`config.mk`:
```
export PLATFORM = sky130hd
export DESIGN_NAME = can_frame_router_with_error_state_core_flat
export DESIGN_NICKNAME = d
export VERILOG_FILES = /design/src/sv/crfr_pkg.sv /design/src/sv/crfr_if.sv /design/src/sv/crfr_front.sv /design/src/sv/crfr_queue.sv /design/src/sv/crfr_back.sv /design/src/sv/can_frame_router_with_error_state_core.sv /design/src/flat_wrapper.sv
export SDC_FILE = /design/constraint.sdc
export NUM_CORES = 1
export LEC_CHECK = 0
export BUFFER_PORTS_ARGS = -buffer_cell sky130_fd_sc_hd__buf_2
export CAP_MARGIN = 10
export CORE_MARGIN = 4
export CORE_UTILIZATION = 35
export DETAILED_ROUTE_END_ITERATION = 10
export HOLD_SLACK_MARGIN = 0.08
export PLACE_DENSITY = 0.55
export SYNTH_ARGS = -nofsm -noshare
export SYNTH_HDL_FRONTEND = slang
export SYNTH_SLANG_ARGS = --single-unit
```
`constraint.sdc`:
```
create_clock -name clk -period 7.7 [get_ports clk]
set_clock_uncertainty 0.15 [all_clocks]
set_input_delay 0 -clock clk [delete_from_list [all_inputs] [get_ports clk]]
set_output_delay 0 -clock clk [all_outputs]
set_load 0.005 [all_outputs]
```
`src/sv/crfr_pkg.sv`:
```
// Package for the CAN frame router: item and result types, opcode and
// target codes, and the built-in receive and transmit routing tables.
// No dependencies.
`timescale 1ns / 1ps
`default_nettype none

package crfr_pkg;

	// default sizes
	localparam int DEF_NUM_CONTROLLERS = 2;
	localparam int DEF_NUM_RX_ENTRIES  = 5;
	localparam int DEF_NUM_TX_ENTRIES  = 3;

	// slots in the front to back queue
	localparam int QUEUE_DEPTH = 2;

	// opcodes
	localparam logic [2:0] OP_RX_FRAME   = 3'd0;
	localparam logic [2:0] OP_TX_REQUEST = 3'd1;
	localparam logic [2:0] OP_TX_CONFIRM = 3'd2;
	localparam logic [2:0] OP_BUS_OFF    = 3'd3;
	localparam logic [2:0] OP_RECOVERED  = 3'd4;
	localparam logic [2:0] OP_ERR_PASS   = 3'd5;
	localparam logic [2:0] OP_ERR_WARN   = 3'd6;
	localparam logic [2:0] OP_SET_MODE   = 3'd7;

	// target layers
	localparam logic [1:0] TGT_NONE = 2'd0;
	localparam logic [1:0] TGT_TP   = 2'd1;
	localparam logic [1:0] TGT_COM  = 2'd2;

	// notifications
	localparam logic [2:0] NTF_NONE     = 3'd0;
	localparam logic [2:0] NTF_BUS_OFF  = 3'd1;
	localparam logic [2:0] NTF_RECOVER  = 3'd2;
	localparam logic [2:0] NTF_PASSIVE  = 3'd3;
	localparam logic [2:0] NTF_WARNING  = 3'd4;

	// status and mode codes
	localparam logic       ST_OK        = 1'b0;
	localparam logic       ST_REJECT    = 1'b1;
	localparam logic [1:0] MODE_ALL_ON  = 2'b11;
	localparam logic [1:0] MODE_OFF     = 2'b00;

	// frame length limits
	localparam logic [6:0] CLASSIC_MAX_LEN = 7'd8;
	localparam logic [6:0] FD_MAX_LEN      = 7'd64;

	// number of built-in table rows
	localparam int RX_BUILTIN = 5;
	localparam int TX_BUILTIN = 3;

	typedef struct packed {
		logic [2:0]  opcode;
		logic [2:0]  controller;
		logic [28:0] can_id;
		logic        id_extended;
		logic        frame_fd;
		logic [6:0]  length;
		logic [7:0]  pdu_id;
		logic [1:0]  new_mode;
	} item_t;

	typedef struct packed {
		logic        status;
		logic [1:0]  target;
		logic [7:0]  pdu_out;
		logic [28:0] tx_can_id;
		logic        tx_handle;
		logic [2:0]  tx_controller;
		logic        tx_id_extended;
		logic        tx_fd;
		logic [6:0]  tx_length;
		logic [2:0]  notify;
		logic [1:0]  mode_now;
		logic [2:0]  error_flags;
	} result_t;

	typedef struct packed {
		logic        used;
		logic [2:0]  ctrl;
		logic [28:0] id;
		logic        ext;
		logic        fd;
		logic [6:0]  min_len;
		logic [6:0]  max_len;
		logic [1:0]  tgt;
	} rx_entry_t;

	typedef struct packed {
		logic        used;
		logic [7:0]  pdu;
		logic        handle;
		logic [2:0]  ctrl;
		logic [28:0] id;
		logic        ext;
		logic        fd;
		logic [6:0]  len;
		logic [1:0]  tgt;
	} tx_entry_t;

	// classified item handed from the front to the back
	typedef struct packed {
		logic [2:0]  opcode;
		logic [2:0]  controller;
		logic [6:0]  length;
		logic [7:0]  pdu_id;
		logic [1:0]  new_mode;
		logic        rx_hit;
		logic [7:0]  rx_pdu;
		logic [1:0]  rx_tgt;
		logic        tx_found;
		logic        tx_static_ok;
		tx_entry_t   tx;
	} cls_t;

	// receive routing table, empty beyond the built-in rows
	function automatic rx_entry_t rx_entry(input int unsigned idx);
		rx_entry_t e;
		e = '0;
		case (idx)
			0: e = '{1'b1, 3'd0, 29'h710, 1'b0, 1'b0, 7'd1, 7'd8,  TGT_TP};
			1: e = '{1'b1, 3'd0, 29'h7DF, 1'b0, 1'b0, 7'd1, 7'd8,  TGT_TP};
			2: e = '{1'b1, 3'd1, 29'h711, 1'b0, 1'b1, 7'd1, 7'd64, TGT_TP};
			3: e = '{1'b1, 3'd1, 29'h7E0, 1'b0, 1'b1, 7'd1, 7'd64, TGT_TP};
			4: e = '{1'b1, 3'd0, 29'h500, 1'b0, 1'b0, 7'd8, 7'd8,  TGT_COM};
			default: e = '0;
		endcase
		return e;
	endfunction

	// transmit routing table, empty beyond the built-in rows
	function automatic tx_entry_t tx_entry(input int unsigned idx);
		tx_entry_t e;
		e = '0;
		case (idx)
			0: e = '{1'b1, 8'd0, 1'b0, 3'd0, 29'h718, 1'b0, 1'b0, 7'd8,  TGT_TP};
			1: e = '{1'b1, 8'd1, 1'b1, 3'd1, 29'h719, 1'b0, 1'b1, 7'd64, TGT_TP};
			2: e = '{1'b1, 8'd2, 1'b0, 3'd0, 29'h500, 1'b0, 1'b0, 7'd8,  TGT_COM};
			default: e = '0;
		endcase
		return e;
	endfunction

endpackage

`default_nettype wire

```
`src/sv/crfr_if.sv`:
```
// Valid/ready channel interfaces for router items and results.
// Depends on crfr_pkg.
`timescale 1ns / 1ps
`default_nettype none

interface crfr_item_if;
	logic               valid;
	logic               ready;
	crfr_pkg::item_t    data;

	modport source (output valid, output data, input ready);
	modport sink   (input valid, input data, output ready);
endinterface

interface crfr_result_if;
	logic               valid;
	logic               ready;
	crfr_pkg::result_t  data;

	modport source (output valid, output data, input ready);
	modport sink   (input valid, input data, output ready);
endinterface

`default_nettype wire

```
`src/sv/crfr_front.sv`:
```
// Front end: accepts item requests and matches them against the routing
// tables, handing a classified item to the queue. Depends on crfr_pkg, crfr_if.
`timescale 1ns / 1ps
`default_nettype none

module crfr_front #(
	parameter int NUM_CONTROLLERS = crfr_pkg::DEF_NUM_CONTROLLERS,
	parameter int NUM_RX_ENTRIES  = crfr_pkg::DEF_NUM_RX_ENTRIES,
	parameter int NUM_TX_ENTRIES  = crfr_pkg::DEF_NUM_TX_ENTRIES
) (
	crfr_item_if.sink        item,
	input  wire logic        q_full,
	output logic             push,
	output crfr_pkg::cls_t   push_cls
);
	import crfr_pkg::*;

	// take a request whenever the queue has room
	assign item.ready = !q_full;
	assign push       = item.valid && !q_full;

	// first matching receive row
	always_comb begin
		rx_entry_t re;
		tx_entry_t te;
		item_t     it;
		logic      lim_ok;
		it = item.data;
		push_cls = '0;
		push_cls.opcode     = it.opcode;
		push_cls.controller = it.controller;
		push_cls.length     = it.length;
		push_cls.pdu_id     = it.pdu_id;
		push_cls.new_mode   = it.new_mode;
		for (int i = 0; i < NUM_RX_ENTRIES; i++) begin
			re = rx_entry(i);
			if (!push_cls.rx_hit && re.used && re.ctrl == it.controller &&
			    re.id == it.can_id && re.ext == it.id_extended &&
			    re.fd == it.frame_fd && it.length >= re.min_len &&
			    it.length <= re.max_len) begin
				push_cls.rx_hit = 1'b1;
				push_cls.rx_pdu = 8'(i);
				push_cls.rx_tgt = re.tgt;
			end
		end
		// transmit row lookup by pdu number
		for (int j = 0; j < NUM_TX_ENTRIES; j++) begin
			te = tx_entry(j);
			if (!push_cls.tx_found && te.used && te.pdu == it.pdu_id) begin
				push_cls.tx_found = 1'b1;
				push_cls.tx       = te;
			end
		end
		// checks that do not depend on controller state
		lim_ok = push_cls.tx.fd ? (it.length <= FD_MAX_LEN)
		                        : (it.length <= CLASSIC_MAX_LEN);
		push_cls.tx_static_ok = push_cls.tx_found && (it.length != 7'd0) &&
			({1'b0, push_cls.tx.ctrl} < 4'(NUM_CONTROLLERS)) &&
			(it.length == push_cls.tx.len) && lim_ok;
	end

endmodule

`default_nettype wire

```
`src/sv/crfr_queue.sv`:
```
// Short queue of classified items between the front and back ends.
// Depends on crfr_pkg.
`timescale 1ns / 1ps
`default_nettype none

module crfr_queue (
	input  wire logic             clk,
	input  wire logic             arst_n,
	input  wire logic             push,
	input  wire crfr_pkg::cls_t   push_cls,
	input  wire logic             pop,
	output logic                  full,
	output logic                  not_empty,
	output crfr_pkg::cls_t        head_cls
);
	import crfr_pkg::*;

	localparam int PW = (QUEUE_DEPTH > 1) ? $clog2(QUEUE_DEPTH) : 1;
	localparam int CW = $clog2(QUEUE_DEPTH + 1);

	cls_t          slot_q [QUEUE_DEPTH];
	logic [PW-1:0] wr_ptr_q;
	logic [PW-1:0] rd_ptr_q;
	logic [CW-1:0] count_q;

	assign full      = (count_q == CW'(QUEUE_DEPTH));
	assign not_empty = (count_q != '0);
	assign head_cls  = slot_q[rd_ptr_q];

	// pointer wrap helper
	function automatic logic [PW-1:0] bump(input logic [PW-1:0] p);
		return (p == PW'(QUEUE_DEPTH - 1)) ? '0 : p + PW'(1);
	endfunction

	// storage
	always_ff @(posedge clk) begin
		if (push) begin
			slot_q[wr_ptr_q] <= push_cls;
		end
	end

	// pointers and fill count
	always_ff @(posedge clk or negedge arst_n) begin
		if (!arst_n) begin
			wr_ptr_q <= '0;
			rd_ptr_q <= '0;
			count_q  <= '0;
		end else begin
			if (push) begin
				wr_ptr_q <= bump(wr_ptr_q);
			end
			if (pop) begin
				rd_ptr_q <= bump(rd_ptr_q);
			end
			if (push && !pop) begin
				count_q <= count_q + CW'(1);
			end else if (pop && !push) begin
				count_q <= count_q - CW'(1);
			end
		end
	end

endmodule

`default_nettype wire

```
`src/sv/crfr_back.sv`:
```
// Back end: applies controller mode and error state to classified items,
// updates that state and registers the result. Depends on crfr_pkg, crfr_if.
`timescale 1ns / 1ps
`default_nettype none

module crfr_back #(
	parameter int NUM_CONTROLLERS = crfr_pkg::DEF_NUM_CONTROLLERS
) (
	input  wire logic            clk,
	input  wire logic            arst_n,
	input  wire logic            q_not_empty,
	input  wire crfr_pkg::cls_t  head_cls,
	output logic                 pop,
	crfr_result_if.source        result
);
	import crfr_pkg::*;

	localparam int CW = (NUM_CONTROLLERS > 1) ? $clog2(NUM_CONTROLLERS) : 1;

	// per-controller state
	logic [1:0]                 mode_q [NUM_CONTROLLERS];
	logic [NUM_CONTROLLERS-1:0] bus_off_q;
	logic [NUM_CONTROLLERS-1:0] passive_q;
	logic [NUM_CONTROLLERS-1:0] warning_q;
	logic [NUM_CONTROLLERS-1:0] tx_ok_q;

	result_t res_q;
	logic    res_valid_q;

	logic          cok;
	logic [CW-1:0] cidx;
	logic [CW-1:0] tidx;
	logic [1:0]    nmode;
	logic          nbo, npass, nwarn, upd;
	result_t       res;

	assign cok  = ({1'b0, head_cls.controller} < 4'(NUM_CONTROLLERS));
	assign cidx = head_cls.controller[CW-1:0];
	assign tidx = head_cls.tx.ctrl[CW-1:0];

	// take the head when the output register is free or draining
	assign pop = q_not_empty && (!res_valid_q || result.ready);

	// execute one item against controller state
	always_comb begin
		nmode = mode_q[cidx];
		nbo   = bus_off_q[cidx];
		npass = passive_q[cidx];
		nwarn = warning_q[cidx];
		upd   = 1'b0;
		res   = '0;
		res.status = ST_REJECT;
		unique case (head_cls.opcode)
			OP_RX_FRAME: begin
				if (cok && nmode[0] && head_cls.rx_hit) begin
					res.status  = ST_OK;
					res.target  = head_cls.rx_tgt;
					res.pdu_out = head_cls.rx_pdu;
				end
			end
			OP_TX_REQUEST: begin
				if (head_cls.tx_static_ok && tx_ok_q[tidx]) begin
					res.status         = ST_OK;
					res.pdu_out        = head_cls.pdu_id;
					res.tx_can_id      = head_cls.tx.id;
					res.tx_handle      = head_cls.tx.handle;
					res.tx_controller  = head_cls.tx.ctrl;
					res.tx_id_extended = head_cls.tx.ext;
					res.tx_fd          = head_cls.tx.fd;
					res.tx_length      = head_cls.length;
				end
			end
			OP_TX_CONFIRM: begin
				if (head_cls.tx_found) begin
					res.status  = ST_OK;
					res.target  = head_cls.tx.tgt;
					res.pdu_out = head_cls.pdu_id;
				end
			end
			OP_BUS_OFF: begin
				if (cok) begin
					nbo = 1'b1; npass = 1'b0; nwarn = 1'b0;
					nmode = MODE_OFF;
					upd = 1'b1;
					res.status = ST_OK;
					res.notify = NTF_BUS_OFF;
				end
			end
			OP_RECOVERED: begin
				if (cok) begin
					nbo = 1'b0; npass = 1'b0; nwarn = 1'b0;
					nmode = MODE_ALL_ON;
					upd = 1'b1;
					res.status = ST_OK;
					res.notify = NTF_RECOVER;
				end
			end
			OP_ERR_PASS: begin
				if (cok) begin
					npass = 1'b1; nwarn = 1'b0;
					upd = 1'b1;
					res.status = ST_OK;
					res.notify = NTF_PASSIVE;
				end
			end
			OP_ERR_WARN: begin
				if (cok) begin
					// warning is masked while error passive
					if (!npass) begin
						nwarn = 1'b1;
					end
					upd = 1'b1;
					res.status = ST_OK;
					res.notify = NTF_WARNING;
				end
			end
			default: begin
				if (cok) begin
					nmode = head_cls.new_mode;
					upd = 1'b1;
					res.status = ST_OK;
				end
			end
		endcase
		if (cok) begin
			res.mode_now    = nmode;
			res.error_flags = {nwarn, npass, nbo};
		end
	end

	// controller state update
	always_ff @(posedge clk or negedge arst_n) begin
		if (!arst_n) begin
			for (int k = 0; k < NUM_CONTROLLERS; k++) begin
				mode_q[k] <= MODE_ALL_ON;
			end
			bus_off_q <= '0;
			passive_q <= '0;
			warning_q <= '0;
			tx_ok_q   <= '1;
		end else if (pop && upd) begin
			mode_q[cidx]    <= nmode;
			bus_off_q[cidx] <= nbo;
			passive_q[cidx] <= npass;
			warning_q[cidx] <= nwarn;
			tx_ok_q[cidx]   <= !nbo && nmode[1];
		end
	end

	// output register
	always_ff @(posedge clk or negedge arst_n) begin
		if (!arst_n) begin
			res_valid_q <= 1'b0;
		end else if (pop) begin
			res_valid_q <= 1'b1;
		end else if (result.ready) begin
			res_valid_q <= 1'b0;
		end
	end

	always_ff @(posedge clk) begin
		if (pop) begin
			res_q <= res;
		end
	end

	assign result.valid = res_valid_q;
	assign result.data  = res_q;

endmodule

`default_nettype wire

```
`src/sv/can_frame_router_with_error_state_core.sv`:
```
// Top level of the CAN frame router: front classifier, queue and back end.
// Depends on crfr_pkg, crfr_if, crfr_front, crfr_queue, crfr_back.
//
// channel  dir  payload     handshake
// item     in   item_t      valid/ready, taken when both high
// result   out  result_t    valid/ready, taken when both high
//
// One item per cycle sustained while the result side is ready; an item taken
// is registered in the queue, then its result in the output register.
// Reset brings every controller to mode 3 with all error flags clear, queue
// and output register empty. The queue holds two items, so the input keeps
// taking requests until two wait in it while the result side is stalled.
`timescale 1ns / 1ps
`default_nettype none

module can_frame_router_with_error_state_core #(
	parameter int NUM_CONTROLLERS = crfr_pkg::DEF_NUM_CONTROLLERS,
	parameter int NUM_RX_ENTRIES  = crfr_pkg::DEF_NUM_RX_ENTRIES,
	parameter int NUM_TX_ENTRIES  = crfr_pkg::DEF_NUM_TX_ENTRIES
) (
	input  wire logic      clk,
	input  wire logic      arst_n,
	crfr_item_if.sink      item,
	crfr_result_if.source  result
);
	import crfr_pkg::*;

	logic q_full;
	logic q_not_empty;
	logic push;
	logic pop;
	cls_t push_cls;
	cls_t head_cls;

	// classify incoming requests
	crfr_front #(
		.NUM_CONTROLLERS (NUM_CONTROLLERS),
		.NUM_RX_ENTRIES  (NUM_RX_ENTRIES),
		.NUM_TX_ENTRIES  (NUM_TX_ENTRIES)
	) u_front (
		.item     (item),
		.q_full   (q_full),
		.push     (push),
		.push_cls (push_cls)
	);

	// decoupling queue
	crfr_queue u_queue (
		.clk       (clk),
		.arst_n    (arst_n),
		.push      (push),
		.push_cls  (push_cls),
		.pop       (pop),
		.full      (q_full),
		.not_empty (q_not_empty),
		.head_cls  (head_cls)
	);

	// stateful execution and output register
	crfr_back #(
		.NUM_CONTROLLERS (NUM_CONTROLLERS)
	) u_back (
		.clk         (clk),
		.arst_n      (arst_n),
		.q_not_empty (q_not_empty),
		.head_cls    (head_cls),
		.pop         (pop),
		.result      (result)
	);

endmodule

`default_nettype wire

```
`src/flat_wrapper.sv`:
```
// flat-port wrapper written by rule: the top's interface ports become plain ports
module can_frame_router_with_error_state_core_flat import crfr_pkg::*;
#(
	parameter int NUM_CONTROLLERS = crfr_pkg::DEF_NUM_CONTROLLERS,
	parameter int NUM_RX_ENTRIES  = crfr_pkg::DEF_NUM_RX_ENTRIES,
	parameter int NUM_TX_ENTRIES  = crfr_pkg::DEF_NUM_TX_ENTRIES
)
  (clk, arst_n, item_valid, item_data, item_ready, result_valid, result_data, result_ready);
  crfr_item_if item_i ();
  crfr_result_if result_i ();
  input  wire logic clk;
  input  wire logic arst_n;
  input wire logic [$bits(item_i.valid)-1:0] item_valid;
  input wire logic [$bits(item_i.data)-1:0] item_data;
  output wire logic [$bits(item_i.ready)-1:0] item_ready;
  output wire logic [$bits(result_i.valid)-1:0] result_valid;
  output wire logic [$bits(result_i.data)-1:0] result_data;
  input wire logic [$bits(result_i.ready)-1:0] result_ready;
  assign item_i.valid = item_valid;
  assign item_i.data = item_data;
  assign item_ready = item_i.ready;
  assign result_valid = result_i.valid;
  assign result_data = result_i.data;
  assign result_i.ready = result_ready;
  can_frame_router_with_error_state_core #(.NUM_CONTROLLERS(NUM_CONTROLLERS), .NUM_RX_ENTRIES(NUM_RX_ENTRIES), .NUM_TX_ENTRIES(NUM_TX_ENTRIES)) u_core (.clk(clk), .arst_n(arst_n), .item(item_i), .result(result_i));
endmodule
```
==> results.md, run 1 <==
* Initial antenna violation count at 0
* Met2 wire len at 5.37 mm
* First-pass GRT wire length at 16.8 mm
* CTS root buf: clkbuf_16
* Tmin final at around 3.0 ns
* Pin count of the biggest net entering global routing at 46
* Share of the synthesized area in the top cell type at 56.9%
* Post-Syn Area per Cell at 14.2 um^2
* Reg clk slew, reported paths at 0.05 ns
* Core Area at roughly 14000 um^2
* Final design utilization at 47.4%
* Commonest cells post-synth: edfxtp_1, nor2_1, mux2i_1
* Top cells by area, synth: edfxtp_1, mux2i_1, dfrtp_1
* R2r startpoint: u_core.u_queue.rd_ptr_q$_DFFE_PN0P_
* Reg2Reg Setup Slack at 4.74 ns
* GRT Overall Usage at 13.1%
* CP startpoint: item_data[20]
* Routed met3 length at between 600 and 700 um
* Die W at 129 um
* CTS HTree Levels at 4
* Post-synth top flop: edfxtp_1
* TNS Setup at 0 ns
* Starting Density at 36.3%
* DRC at 0
* Reg power frac at 41.7%
* Worst EP arrival at 3.15 ns
* Cell with the most instances after synthesis: edfxtp_1
* Synth async-reset ratio at between 10% and 20%
* Share of cells above drive strength 1 at 29.2%
* Synthesized cell area at between 5000 and 6000 um^2
* CP startpoint kind: input port
* ANT nets after route at 0
* Cts hold-fix bufs at 46
* RR Endpoint: u_core.u_back.result.data[51]$_SDFFCE_PN0P_
* CTS tree: done
* Post-synth EDFFs at 97
* Worst vdd ir at 0.165 mV
* Max layer used: met4
* Routed len/inst at around 15 um
* Longest Clk Path Bufs at 2
* Max-slew headroom at 22.7%
* Clk_lat worst skew at 0.40 ns
* Unrepaired setup endpoints after global routing: no
* PortBufs at 94
* Congestion Overflow GR at 0
* Worst Path Max Fanout at 3
* Finish-stage setup viols at 0
* R2R depth at 6
* Worst setup endpoint: u_core.u_queue.slot_q[0][59]$_DFFE_PP_
* Comb power frac at 24.3%
* Layout Nets at 563
* Switching power at 0.653 mW
* Clock network fraction of design power at 34.0%
* Internal power at 1.62 mW
* Fmax achieved at 330 MHz
* Postcts setup bufs at 0
* CTS Buf Count at 17
* Seq/Total Area, Yosys at 65.4%
* Critical path type: in2reg
* Die Y-Extent at 129 um
* Final Hold Vio Count at 0
* Layout area overhead at 30.6%
* Tightest Hold Check Type: in2reg
* Die area at 16600 um^2
* IO Pins at 121
* WL met1 at 4.30 mm
* Switch share at between 20% and 30%
* Final Slew Violations at 0
* Via count at 3269
* Worst Tran Pin Value at 1.16 ns
* Warnings from Yosys at 0
* Post-Syn Instances at 359
* First-pass DRT Iterations at 4
* Diodes inserted at 0
* Status: finished, final reports clean
* Power Density at 341 nW/um^2
* Crit path capture type: flip-flop
* DPL Wire Length at 7.08 mm
* Max Cap Viol at 0
* Via/cell ratio at 4.69
* Synthesized flop and latch total at ~110
* Area leader, netlist: edfxtp_1
* Gpl congestion at approximately 0.81
* Post-Route WL at 10.5 mm
* Starting DRT DRC Count at 161
* FP Rows at 43
* Final Cycle Share at 39.4%
* Worst path required time at about 7.8 ns
* LEAKAGE at roughly 2.7 nW
* Vias in the first global route at 3339
* Post-CTS Resized at 0
* Unique masters post-synth at 55
* Clk sinks at 114
[power by group through the flow]
stage,combinational (mW),sequential [mW],clock [mW]
after floorplan,0.396,0.951,0
after global placement,0.541,0.958,0
after detailed placement,0.549,0.961,0
after CTS,0.567,0.951,0.789
after global routing,0.611,0.965,0.817
final,0.552,0.948,0.774
[kinds of logic (layout without fill, tap and decap cells)]
| family | after synthesis | count (layout) | share of synthesized area (%) |
|---|---|---|---|
| AO/OA/AOI/OAI | 31 | 31 | 4.53 |
| XOR/XNOR | 8 | 8 | 1.37 |
| adder cells (fa/ha/maj) | 1 | 1 | 0.245 |
| buffers and inverters | 45 | 178 | 6.26 |
| flip-flops | 114 | 114 | 65.4 |
| multiplexers | 52 | 52 | 11.2 |
| other | 1 | 26 | 0.0733 |
| AND/OR/NAND/NOR | 107 | 107 | 10.9 |
[worst min-delay path by stage]
stage                  start                                endpoint  slack [ns]  cells after the start
5_1_grt        item_data[25]  u_core.u_queue.slot_q[1][65]$_DFFE_PP_        0.17                      5
4_1_cts        item_data[25]  u_core.u_queue.slot_q[1][65]$_DFFE_PP_        0.09                      5
3_5_place_dp          arst_n  u_core.u_back.warning_q[0]$_DFFE_PN0P_       -0.21                      1
2_1_floorplan         arst_n  u_core.u_back.bus_off_q[0]$_DFFE_PN0P_       -0.45                      0
6_report       item_data[18]  u_core.u_queue.slot_q[0][65]$_DFFE_PP_        0.09                      5
3_3_place_gp          arst_n  u_core.u_back.warning_q[1]$_DFFE_PN0P_       -0.21                      1
[metrics by stage]
stage,setup WS [ns],hold WS (ns),cells,power (mW),area [um^2]
after floorplan,5.01,-0.446,384,1.35,5210
after global placement,4.76,-0.210,619,1.50,5620
after detailed placement,4.69,-0.206,619,1.51,5620
after CTS,4.68,0.0875,697,2.31,6680
after global routing,4.52,0.175,697,2.39,6680
final,4.67,0.0938,697,2.27,6680
[routing by layer]
layer	track usage, %	up-vias
met5	0	-
met4	5.25	0
met3	3.74	13
met2	22.5	114
met1	15.5	1560
li1	-	1582
[registers in the layout, summed over array words and instances, names as in the netlist]
| name | flops |
|---|---|
| u_core.u_queue.wr_ptr_q | 1 |
| u_core.u_back.bus_off_q | 2 |
| u_core.u_back.warning_q | 2 |
| u_core.u_back.result.data | 29 |
| u_core.u_back.mode_q | 4 |
| u_core.u_back.passive_q | 2 |
| u_core.u_queue.rd_ptr_q | 1 |
| u_core.u_back.result.valid | 1 |
| u_core.u_back.tx_ok_q | 2 |
| u_core.u_queue.slot_q | 68 |
| u_core.u_queue.count_q | 2 |
[area by class of cell]
type | count | area, um^2
Fill cell | 1272 | 7420
Clock inverter | 14 | 165
Multi-Input combinational cell | 225 | 1550
Timing Repair Buffer | 142 | 946
Inverter | 4 | 15.0
Sequential cell | 114 | 3350
Clock buffer | 18 | 429
Tap cell | 180 | 225
[placed cells by master, fill, tap and decap left out, drive strengths merged, types with 6 or more instances in the layout]
cell	netlist	routed
nand2	10	10
conb	1	26
buf	38	96
mux2i	36	36
nor4	8	8
mux2	16	16
nor2	42	42
edfxtp	97	97
a21oi	7	7
and2	7	7
dlygate4sd3	0	46
clkbuf	3	18
dfstp	6	6
clkinv	0	7
dfrtp	11	11
nor3	9	9
[worst max-delay path, stage by stage]
cell	delay (ns)
dlygate4sd3_1	0.53
buf_2	0.13
nor4_1	0.35
nor2b_1	0.20
dlygate4sd3_1	0.56
nand4_1	0.09
dlygate4sd3_1	0.59
nor2_1	0.11
dlygate4sd3_1	0.58
(Power assumes the default switching activity.)
==> inputs of run 2 (changes only) <==
Clock period 7.7 ns to 2.9 ns, I/O delays scaled along.
==> results.md, run 2 (synthesized netlist as in run 1, its figures left out) <==
* GRT Overall Usage at 13.4%
* Diodes inserted at 0
* CP Cell Sequence: buf_2, dlygate4sd3_1, nand4_1, dlygate4sd3_1, nor2_1, dlygate4sd3_1, a21o_1, dlygate4sd3_1
* Reg2Reg Setup Slack at 0.35 ns
* Worst vdd ir at 0.542 mV
* WP buf/inv at 5
* CTS Buf Count at 17
* IO Pins at around 120
* R2r startpoint: u_core.u_queue.rd_ptr_q$_DFFE_PN0P_
* Worst slack, placed at 0.352 ns
* Share of cells above drive strength 1 at 31.0%
* Starting Density at 36.3%
* Final worst slack at 0.233 ns
* Worst Path Max Fanout at 2
* Crit path capture type: flip-flop
* Critical path type: in2reg
* CTS HTree Levels at 4
* Placed Instances at 628
* DRC at 0
* CP peak stage delay at 0.59 ns
* Starting DRT DRC Count at roughly 210
* Slowest-stage cell, CP: dlygate4sd3_1
* Routed len/inst at 15.3 um
* CP startpoint kind: input port
* Post-Route WL at 10.7 mm
* First-pass DRT Iterations at 4
* RR Endpoint: u_core.u_back.result.data[4]$_SDFFCE_PN0P_
* Longest Clk Path Bufs at 2
* Die area at 16600 um^2
* Placed instance area at 5690 um^2
* Final Slew Violations at 0
* Fmax achieved at around 380 MHz
* FP Rows at 43
* Reg clk slew, reported paths at roughly 0.060 ns
* ANT nets after route at 0
* Largest register FFs at 68
* Unrepaired setup endpoints after global routing: no
* CTS root buf: clkbuf_16
* Clk sinks at roughly 110
* Comb power frac at 24.5%
* Tmin final at approximately 2.7 ns
* Reg power frac at a little over two fifths
* Final Hold Vio Count at 0
* Pwr Total at 6.13 mW
* Die Y-Extent at 129 um
* Finish-stage setup viols at 0
* Most common cell after layout, fill and taps aside: edfxtp_1
* Layout area overhead at 31.4%
* CP delay by family, top: buffers and inverters
* Internal power at approximately 4.3 mW
* Initial antenna violation count at 0
* Status: finished, final reports clean
* Biggest register: u_core.u_queue.slot_q
* Worst setup endpoint: u_core.u_queue.slot_q[0][57]$_DFFE_PP_
* Final Instance Area at 6720 um^2
* DPL Wire Length at roughly 7.3 mm
* Via/cell ratio at 4.63
* Max Cap Viol at 0
* Worst Tran Pin Value at approximately 0.54 ns
* CP startpoint: item_data[19]
* PortBufs at 94
* Power Density at 912 nW/um^2
* Vias in the first global route at 3406
* Switching power at 1.84 mW
* Switch share at between 20 and 30%
* Postcts setup bufs at 0
* Gpl congestion at 0.833
* LEAKAGE at 2.74 nW
* Worst path required time at ~2.9 ns
* Most frequent cells in the layout: edfxtp_1, buf_2, dlygate4sd3_1
* Layout Nets at 569
* Crit path top cell by count: dlygate4sd3_1
* TNS Setup at 0 ns
* Crit path depth at 8
* Tightest Hold Check Type: in2reg
* Max-slew headroom at 63.6%
* Post-CTS Resized at 0
* Clk_lat worst skew at slightly above 0.4 ns
* Final Cycle Share at between 90 and 100%
* First-pass GRT wire length at approximately 17 mm
* Fin cells at 703
* CTS tree: done
* Core Area at roughly 14000 um^2
* Die W at 129 um
* Congestion Overflow GR at 0
* R2R depth at 6
* Clock network fraction of design power at 33.8%
* Pin count of the biggest net entering global routing at 35
* Worst EP arrival at 2.66 ns
* Via count at 3253
[run 2: power groups by stage]
stage | Sequential (mW) | Clock, mW | Combinational, mW
floorplan | 2.53 | 0 | 1.05
global placement | 2.59 | 0 | 1.48
detailed placement | 2.59 | 0 | 1.49
CTS | 2.56 | 2.12 | 1.53
global route | 2.60 | 2.20 | 1.65
finish | 2.56 | 2.07 | 1.50
[run 2: worst min-delay path by stage]
stage | startpoint | endpoint | slack, ns | cells past startpoint
2_1_floorplan | arst_n | u_core.u_back.bus_off_q[0]$_DFFE_PN0P_ | -0.45 | 0
3_3_place_gp | arst_n | u_core.u_back.passive_q[0]$_DFFE_PN0P_ | -0.19 | 1
3_5_place_dp | arst_n | u_core.u_back.passive_q[0]$_DFFE_PN0P_ | -0.20 | 1
4_1_cts | item_data[27] | u_core.u_queue.slot_q[1][65]$_DFFE_PP_ | 0.08 | 4
5_1_grt | item_data[27] | u_core.u_queue.slot_q[1][65]$_DFFE_PP_ | 0.14 | 4
6_report | item_data[26] | u_core.u_queue.slot_q[1][55]$_DFFE_PP_ | 0.10 | 5
[run 2: cell type report]
class	count	area, um^2
Fill cell	1308	7380
Sequential cell	114	3350
Multi-Input combinational cell	225	1550
Timing Repair Buffer	148	983
Clock buffer	17	425
Tap cell	180	225
Clock inverter	15	173
Inverter	4	15.0
[run 2: per-layer routing]
layer | part of all wire (%) | routed length (um) | global-route usage (%)
met1 | 43 | 4590 | 15.5
met4 | 0.86 | 92 | 5.06
met3 | 5.0 | 539 | 4.23
met2 | 51 | 5510 | 23.2
met5 | 0 | 0 | 0
[run 2: worst register-to-register path, cell delays in order, from the launching register on]
cell and delay [ns]:
dfrtp_2 0.65, buf_4 0.31, nor3b_4 0.28, o211ai_1 0.19
mux2_4 0.33, or2_1 0.23, and2_1 0.16
[run 2: metrics by stage]
step | hold WS [ns] | util [%]
after floorplan | -0.446 | -
after global placement | -0.195 | 40.4
after detailed placement | -0.195 | 40.4
after CTS | 0.0846 | 47.7
after global routing | 0.136 | 47.7
final | 0.104 | 47.7
[run 2: what timing repair did]
item                                   CTS  global route
setup endpoints to repair                0             0
hold buffers                            43             0
endpoints found under the hold margin   87             0
==> inputs of run 3 (changes only) <==
--- a/config.mk
+++ b/config.mk
@@ -10,4 +10,5 @@
 export CORE_MARGIN = 4
 export CORE_UTILIZATION = 35
+export CTS_BUF_LIST = sky130_fd_sc_hd__clkbuf_2
 export DETAILED_ROUTE_END_ITERATION = 10
 export HOLD_SLACK_MARGIN = 0.08
==> constraint.sdc (replaced) <==
create_clock -name clk -period 2.9 [get_ports clk]
set_clock_uncertainty 0.15 [all_clocks]
set_input_delay 0 -clock clk [delete_from_list [all_inputs] [get_ports clk]]
set_output_delay 0 -clock clk [all_outputs]
set_load 0.05 [all_outputs]
==> results.md, run 3 (synthesized netlist as in run 1, its figures left out) <==
* Via count at ~3400
* Worst vdd ir at 0.368 mV
* Seq. cell area at 3350 um^2
* Biggest register: u_core.u_queue.slot_q
* Routed len/inst at 14.7 um
* Congestion Overflow GR at 0
* CP peak stage delay at around 0.63 ns
* Final Cycle Share at a little over nine tenths
* Gpl congestion at 0.852
* Die area at 16600 um^2
* Tightest Hold Check Type: in2reg
* Fillers at about 1300
* Multi-input combinational cell area at 1560 um^2
* FP Rows at 43
* Power Density at 856 nW/um^2
* TNS Setup at 0 ns
* Crit path top cell by count: dlygate4sd3_1
* Max-slew headroom at 44.5%
* Clk_lat worst skew at 0.63 ns
* Pwr Total at 5.74 mW
* CTS HTree Levels at 4
* Layout Nets at 602
* LEAKAGE at approximately 2.7 nW
* First-pass GRT wire length at around 17 mm
* Max Cap Viol at 0
* CTS root buf: clkbuf_2
* Largest register FFs at 68
* Vias in the first global route at 3524
* Fmax achieved at between 300 and 400 MHz
* GRT Overall Usage at 13.7%
* Critical path type: in2reg
* Postcts setup bufs at 0
* CTS Buf Count at 17
* Worst path required time at 3.25 ns
* Finish-stage setup viols at 0
* DRC at 0
* Clk sinks at 114
* Reg clk slew, reported paths at 0.16 ns
* Crit path capture type: flip-flop
* Pin count of the biggest net entering global routing at 35
* Slowest-stage cell, CP: dlygate4sd3_1
* Via/cell ratio at 4.65
* Most common cell after layout, fill and taps aside: edfxtp_1
* CP startpoint kind: input port
* Layout area overhead at 31.2%
* Initial antenna violation count at 1
* Final worst slack at 0.0577 ns
* Die Y-Extent at 129 um
* Worst EP arrival at 3.19 ns
* Worst Path Max Fanout at 3
* Fin cells at 737
* Starting DRT DRC Count at 265
* First-pass DRT Iterations at 5
* IO Pins at approximately 120
* ANT nets after route at 0
* Placed instance area at around 5700 um^2
* Worst Tran Pin Value at 0.830 ns
* Post-Route WL at 10.9 mm
* Final Hold Vio Count at 0
* DPL Wire Length at 7.06 mm
* CP Cell Sequence: dlygate4sd3_1, buf_2, nor2_1, dlygate4sd3_1, nand4_1, or4_1, dlygate4sd3_1, nor2_1, a21o_1, dlygate4sd3_1
* Final Slew Violations at 0
* Final design utilization at 47.6%
* Share of cells above drive strength 1 at 27.9%
* Min Hold Slack at 0.251 ns
* Die W at 129 um
* Longest Clk Path Bufs at 2
* Tmin final at roughly 2.8 ns
* Status: finished, final reports clean
* Final Instance Area at approximately 6700 um^2
* Starting Density at 36.3%
* Unrepaired setup endpoints after global routing: no
* Worst slack, placed at 0.432 ns
* Placed Instances at 624
* Most frequent cells in the layout: edfxtp_1, buf_2, dlygate4sd3_1
* PortBufs at 94
* CTS tree: done
* Core Area at 14100 um^2
[run 3: cell count changes in the layout (fill, tap and decap cells not counted), sizes merged, moves of 2 or more]
cell         previous run  this run
buf                   105       101
clkbuf                 17        19
clkinv                  6         8
dlygate4sd3            43        80
inv                    10         4
[run 3: power by group]
part           internal (mW)  switching (mW)
Clock                  0.471           0.561
Combinational          0.677            1.50
Sequential              2.32           0.209
[run 3: cell type report]
cell class                      count  share of cell area (%)
Sequential cell                   114                    49.9
Multi-Input combinational cell    225                    23.2
Timing Repair Buffer              181                    19.7
Tap cell                          180                    3.36
Clock inverter                     13                    2.13
Clock buffer                       19                    1.42
Inverter                            4                   0.224
Antenna cell                        1                  0.0373
[run 3: repair_timing]
item	4_1_cts	5_1_grt
endpoints found under the setup margin	0	2
hold buffers	79	1
endpoints found under the hold margin	159	2
gates resized for setup	0	2
[run 3: layer usage]
layer | routed length, um | vias to the layer above | GRT usage (%)
met5 | 0 | - | 0
met4 | 133 | 0 | 5.00
met3 | 671 | 12 | 4.40
met2 | 5300 | 126 | 22.4
met1 | 4740 | 1630 | 17.0
li1 | - | 1660 | -
[run 3: worst paths after layout]
path / start / end / slack [ns] / cells past startpoint
worst min-delay path: item_data[15] / u_core.u_queue.slot_q[0][53]$_DFFE_PP_ / 0.25 / 5
worst max register to register: u_core.u_queue.rd_ptr_q$_DFFE_PN0P_ / u_core.u_back.result.data[4]$_SDFFCE_PN0P_ / 0.40 / 5
worst max-delay path: item_data[39] / u_core.u_queue.slot_q[0][57]$_DFFE_PP_ / 0.06 / 10
min in group asynchronous: arst_n / u_core.u_back.passive_q[0]$_DFFE_PN0P_ / 0.37 / 3
worst min register to register: u_core.u_back.bus_off_q[1]$_DFFE_PN0P_ / u_core.u_back.bus_off_q[1]$_DFFE_PN0P_ / 0.37 / 1
max in group asynchronous: arst_n / u_core.u_queue.rd_ptr_q$_DFFE_PN0P_ / 1.66 / 3
[run 3: worst max-delay path, delay by kind of cell]
family	cells	cell delay, ns
buffers and inverters	5	2.36
AOI/OAI and AO/OA	1	0.11
and+or+nand+nor	4	0.72
